File: src/hdl/double_buffered_transparent_framebuffer_top_assert.svh
// Assertion macros shared by the frame store RTL.
`ifndef DOUBLE_BUFFERED_TRANSPARENT_FRAMEBUFFER_TOP_ASSERT_SVH
`define DOUBLE_BUFFERED_TRANSPARENT_FRAMEBUFFER_TOP_ASSERT_SVH

// The consequent must hold in the same cycle as the antecedent.
`define DBTF_ASSERT_SAME(label, clk, rst_n, ante, cons, msg) \
    label: assert property (@(posedge clk) disable iff (!(rst_n)) (ante) |-> (cons)) \
        else $error(msg);

// The consequent must hold in the cycle after the antecedent.
`define DBTF_ASSERT_NEXT(label, clk, rst_n, ante, cons, msg) \
    label: assert property (@(posedge clk) disable iff (!(rst_n)) (ante) |=> (cons)) \
        else $error(msg);

`endif

File: src/hdl/dbtf_pkg.sv
// Package with the shared constants and types of the frame store.
`timescale 1ns / 1ps
`default_nettype none
package dbtf_pkg;

    localparam int unsigned PAGE_WORDS = 65536;
    localparam int unsigned PAGE_AW    = $clog2(PAGE_WORDS);
    localparam int unsigned RAM_AW     = PAGE_AW + 1;
    localparam int unsigned LANE_W     = 16;
    localparam int unsigned PIXEL_W    = 15;

    localparam logic [1:0] CTRL_ARM  = 2'd3;
    localparam logic [1:0] CTRL_FLIP = 2'd2;

    typedef enum logic [1:0] {
        FUNC_CPU_WRITE    = 2'd0,
        FUNC_CPU_READ     = 2'd1,
        FUNC_PAGE_CONTROL = 2'd2,
        FUNC_DISPLAY_READ = 2'd3
    } t_func;

    typedef struct packed {
        logic       xfer;
        logic [1:0] bits;
    } t_ctrl_req;

endpackage
`default_nettype wire

File: src/hdl/dbtf_page_ctrl.sv
// Page select register that flips on the control sequence three then two.
`timescale 1ns / 1ps
`default_nettype none
`include "double_buffered_transparent_framebuffer_top_assert.svh"
module dbtf_page_ctrl (
    input  wire logic              i_clk,
    input  wire logic              i_rst_n,
    input  wire dbtf_pkg::t_ctrl_req i_req,
    output logic                   o_page,
    output logic                   o_page_next
);

    logic       r_page;
    logic       n_page;
    logic [1:0] r_last;
    logic [1:0] n_last;

    always_comb begin
        n_page = r_page;
        n_last = r_last;
        if (i_req.xfer) begin
            n_last = i_req.bits;
            if (r_last == dbtf_pkg::CTRL_ARM && i_req.bits == dbtf_pkg::CTRL_FLIP) begin
                n_page = ~r_page;
            end
        end
    end

    always_ff @(posedge i_clk) begin
        if (!i_rst_n) begin
            r_page <= 1'b0;
            r_last <= dbtf_pkg::CTRL_ARM;
        end else begin
            r_page <= n_page;
            r_last <= n_last;
        end
    end

    assign o_page      = r_page;
    assign o_page_next = n_page;

    `DBTF_ASSERT_NEXT(a_flip, i_clk, i_rst_n,
        i_req.xfer && r_last == dbtf_pkg::CTRL_ARM && i_req.bits == dbtf_pkg::CTRL_FLIP,
        r_page != $past(r_page), "page did not flip on the arm and flip sequence")
    `DBTF_ASSERT_NEXT(a_hold, i_clk, i_rst_n, !i_req.xfer,
        $stable(r_page) && $stable(r_last), "page state changed without a control transfer")
    `DBTF_ASSERT_NEXT(a_last, i_clk, i_rst_n, i_req.xfer,
        r_last == $past(i_req.bits), "last control bits not captured")

endmodule
`default_nettype wire

File: config.mk
export PLATFORM = sky130hd
export DESIGN_NAME = dbtf_page_ctrl
export DESIGN_NICKNAME = d
export VERILOG_FILES = /design/src/hdl/dbtf_pkg.sv /design/src/hdl/dbtf_page_ctrl.sv
export VERILOG_INCLUDE_DIRS = /design/src /design/src/hdl
export SDC_FILE = /design/constraint.sdc
export NUM_CORES = 1
export LEC_CHECK = 0
export BUFFER_PORTS_ARGS = -buffer_cell sky130_fd_sc_hd__buf_2
export CORE_AREA = 2 2 39 41
export DETAILED_ROUTE_END_ITERATION = 12
export DIE_AREA = 0 0 41 43
export GPL_ROUTABILITY_DRIVEN = 0
export HOLD_SLACK_MARGIN = 0.15
export PLACE_DENSITY = 0.33
export SETUP_SLACK_MARGIN = 0.3
export SLEW_MARGIN = 10
export SYNTH_ARGS = -nofsm -noshare
export SYNTH_HDL_FRONTEND = slang
export SYNTH_SLANG_ARGS = --single-unit
File: constraint.sdc
create_clock -name i_clk -period 0.8 [get_ports i_clk]
set_input_delay 0.08 -clock i_clk [delete_from_list [all_inputs] [get_ports i_clk]]
set_output_delay 0.08 -clock i_clk [all_outputs]
set_load 0.02 [all_outputs]
== Yosys cells after proc, flatten, opt, wreduce, memory -nomap -nowiden ==
Index checks and enable logic that the tools add are counted.

* Input bits: 5
* Output and inout bits: 2
* Bits in registers: 3
* Word-level logic and storage cells: 8

* Equal/unequal tests: 2
* Bitwise operators: 1
* Multiplexer cells: 2
* Reduce and logical (&&, ||, !) cells: 1

{| class="wikitable"
|+ Operators by type and width
! operator !! count
|-
| == test 2 bit (second input constant) || 2
|-
| two-way mux 1 bit || 2
|-
| logical AND 1 bit || 1
|-
| NOT 1 bit || 1
|}

== Longest topological paths before layout ==
* Word-level depth: 4
* Depth in mapped cells: 3

== Least setup slack after synthesis ==
OpenSTA, ideal clock, no wires.

* Path type: register to output
* Start point: reg r_last[1]
* End point: out o_page_next
* Cell stages (with the launch flop): 3
* Buffers on the path: 0
* Data arrival time: 0.846 ns
* Setup slack: -0.126 ns
* Path through: dfxtp_1 -> nand4_4 -> xnor2_1

* Longest elaborated chain between the ends: 4

{| class="wikitable"
|+ Ends and longest elaborated chain
! element !! RTL line !! source
|-
| start: declaration || dbtf_page_ctrl.sv:15 || <nowiki>logic [1:0] r_last;</nowiki>
|-
| start signal: assignment || dbtf_page_ctrl.sv:32 || <nowiki>r_last <= dbtf_pkg::CTRL_ARM;</nowiki>
|-
| start signal: assignment || dbtf_page_ctrl.sv:35 || <nowiki>r_last <= n_last;</nowiki>
|-
| == test 2 bit || dbtf_page_ctrl.sv:23 || <nowiki>if (r_last == dbtf_pkg::CTRL_ARM && i_req.bits == dbtf_pkg::CTRL_FLIP) begin</nowiki>
|-
| logical AND 1 bit || dbtf_page_ctrl.sv:23 ||
|-
| two-way mux 1 bit || dbtf_page_ctrl.sv:23 ||
|-
| two-way mux 1 bit || dbtf_page_ctrl.sv:21 || <nowiki>if (i_req.xfer) begin</nowiki>
|-
| end: declaration || dbtf_page_ctrl.sv:10 || <nowiki>output logic o_page_next</nowiki>
|}

No other way between the ends.

== Worst setup path after layout ==
Ends and elaborated chain as after synthesis.

==> flow_summary_export.csv <==
group,metric,value,unit
layout,antennaDiodeCount,0,
route,drtAntennaViolNets,0,
worst_hold_path,hold_class,"in2reg",
status,status,"complete, but fails checks",
worst_setup_path,end_kind,"primary output",
route,route.met2.wl,206,µm
worst_setup_path,critPathKind,"reg2out",
worst_setup_path,required,720,ps
route,drc_errors,0,
yosys,synth_top_area_cell,"dfxtp_1",
yosys,synthArstFlopShare,0,%
yosys,syn_area_per_cell,10.9,µm²
layout,synthToLayoutAreaGrowth,99.1,%
yosys,syn_nets,18,
global_route,grt_pass1_wl,476,µm
die,row_count,14,
worst_setup_path,slowest_stage,"dfxtp_2",
worst_setup_path,r2r_start,"o_page$_SDFF_PN0_",
yosys,synthTopCellsByCount,"3 x dfxtp_1, 2 x mux2i_1, 2 x nand2_1",
worst_setup_path,path_max_fanout,2,
clock_tree,cts_buffers,3,
global_route,antenna_found_initial,0,
clock_tree,cts_buffer_depth,2,
die,design.die.area,1760,µm²
clock_tree,clk_pin_slew,40,ps
route,vias,129,
sta,worst_pin_slew,116,ps
yosys,synth.distinct_cells,9,
global_route,grt_util_all_layers,4.81,%
worst_setup_path,crit_start,"r_last[1]$_SDFFE_PN1P_",
power_and_ir_drop,power,515,µW
sta,fin_skew,1.75,ps
status,failed_checks,"setup timing",
route,first_pass_iters,1,
power_and_ir_drop,p_leak,0.123,nW
worst_setup_path,cpPeakStageDelay,340,ps
die,ios,7,
yosys,synth_top_area_share,42.5,%
flow_run,maxCapViolations,0,
route,highest_layer,"met3",
route,route.detailed.wl_per_inst,6.71,µm
worst_setup_path,startpoint_type,"flip-flop",
yosys,synth_most_common_cell,"dfxtp_1",
sta,hold_violations,0,
clock_tree,clock-root-buffer,"clkbuf_4",
yosys,synth_warnings,0,
layout,n_fill_cell,157,
die,dieWidth,41,µm
clock_tree,htree_levels,1,
power_and_ir_drop,ir_worst_vdd,0.366,mV
clock_tree,insertion_delay,230,ps
sta,fin_crit_sh,133,%
sta,fmax,941,MHz
worst_setup_path,cp_num_buf_inv,1,
clock_tree,cts_tree,"built",
worst_setup_path,crit_arrival,980,ps
global_route,grt_overflow,0,
layout,nNetsFinal,31,
yosys,syn_inst,13,
die,coreArea,1380,µm²
layout,fin_area,282,µm²
yosys,synthTopCellsByArea,"dfxtp_1 42%, nand4_4 15%, mux2i_1 14%",
global_route,grt_max_degree,5,
sta,slew_violations,0,
yosys,seq_area_frac_synth,42.5,%
clock_tree,cts_sinks,3,
route,vias_per_cell,3.15,
yosys,synth_area,141,µm²
sta,worst_slack,-263,ps
yosys,ys.flop_type,"dfxtp_1",
sta,period_minus_slack,1060,ps
global_route,grt_pass1_vias,140,
yosys,synth_edf_count,0,
worst_setup_path,path_delay_family,"flip-flops",
sta,max_slew_margin,92.0,%
layout,drive_above_1_share,72.0,%
route,drtIter0Drc,0,
placed_design,place_area,224,µm²
route,drt_wl_total,275,µm
placed_design,portBuffers,6,
worst_hold_path,hold_start,"i_rst_n",
route,wl_met3,2,µm
die,die_height,43,µm
yosys,synth_seq_cells,3,
sta,setup_viol,2,
die,initial_core_util,10.2,%
worst_setup_path,path_cells,"nand4_4 > xnor2_4 > buf_6",
power_and_ir_drop,power_per_cell_area,1830,nW/µm²
sta,grt_setup_unrepaired,"yes",
layout,final_util,20.3,%
route,met1Wirelength,67,µm
final cells by class:
| class | instances | area [µm²] | area share, % |
|---|---|---|---|
| sequential | 3 | 66.3 | 23.6 |
| multi-input combinational | 10 | 108 | 38.2 |
| timing repair buffer | 8 | 61.3 | 21.8 |
| clock buffer | 4 | 26.3 | 9.33 |
| tap | 16 | 20.0 | 7.11 |
per-layer routing:
layer  track usage, %  vias up
met1             3.21       61
met5                0        -
met4             8.00        0
met3             3.14        0
li1                 -       67
met2             6.25        1
metrics by stage:
step           hold WS (ps)  TNS [ps]  setup WS (ps)  std cells
2_1_floorplan           149         0           46.6         13
3_3_place_gp            294      -172           -152         36
3_5_place_dp            299      -174           -146         36
4_1_cts                54.5      -304           -284         40
5_1_grt                68.9      -413           -323         41
6_report               73.5      -273           -263         41
path summary, 6_finish.rpt:
| path | slack (ps) | cells after the start | end |
|---|---|---|---|
| hold reg to reg | 490 | 2 | r_last[1]$_SDFFE_PN1P_ |
| setup / recovery | -260 | 3 | o_page_next |
| setup reg to reg | 10 | 3 | o_page$_SDFF_PN0_ |
| hold / removal | 70 | 2 | r_last[1]$_SDFFE_PN1P_ |
registers in the layout, indices dropped and copies added (netlist names):
signal  cells
r_last      2
o_page      1
power by group:
group	internal [mW]	total [mW]	leakage [nW]	switching, mW
combinational	0.0540	0.0884	0.0832	0.0344
sequential	0.159	0.170	0.0248	0.0113
clock	0.186	0.256	0.0150	0.0699
cells in the final DEF, fill, tap and decap left out:
| cell type | netlist | final |
|---|---|---|
| mux2i_1 | 2 | 2 |
| dfxtp_4 | 0 | 1 |
| clkbuf_1 | 0 | 1 |
| nand2_1 | 2 | 2 |
| buf_2 | 0 | 4 |
| clkbuf_4 | 0 | 3 |
| xnor2_4 | 0 | 1 |
| buf_4 | 0 | 1 |
| buf_6 | 0 | 3 |
| o21ai_1 | 0 | 1 |
| and2b_2 | 1 | 1 |
| nor2_1 | 1 | 1 |
| dfxtp_2 | 0 | 2 |
| nand2b_4 | 0 | 1 |
| nand4_4 | 1 | 1 |
timing repair:
item                                   4_1_cts  5_1_grt
setup buffers                                0        1
resized for setup                            4        2
setup endpoints to repair                    5        5
pin swaps                                    0        1
endpoints found under the hold margin        3        3
kinds of logic after synthesis:
group           share of synthesized area, %
compound gates                          3.54
xor+xnor                                6.20
flops                                   42.5
mux                                     14.2
simple gates                            33.6
(Power assumes the default switching activity.)
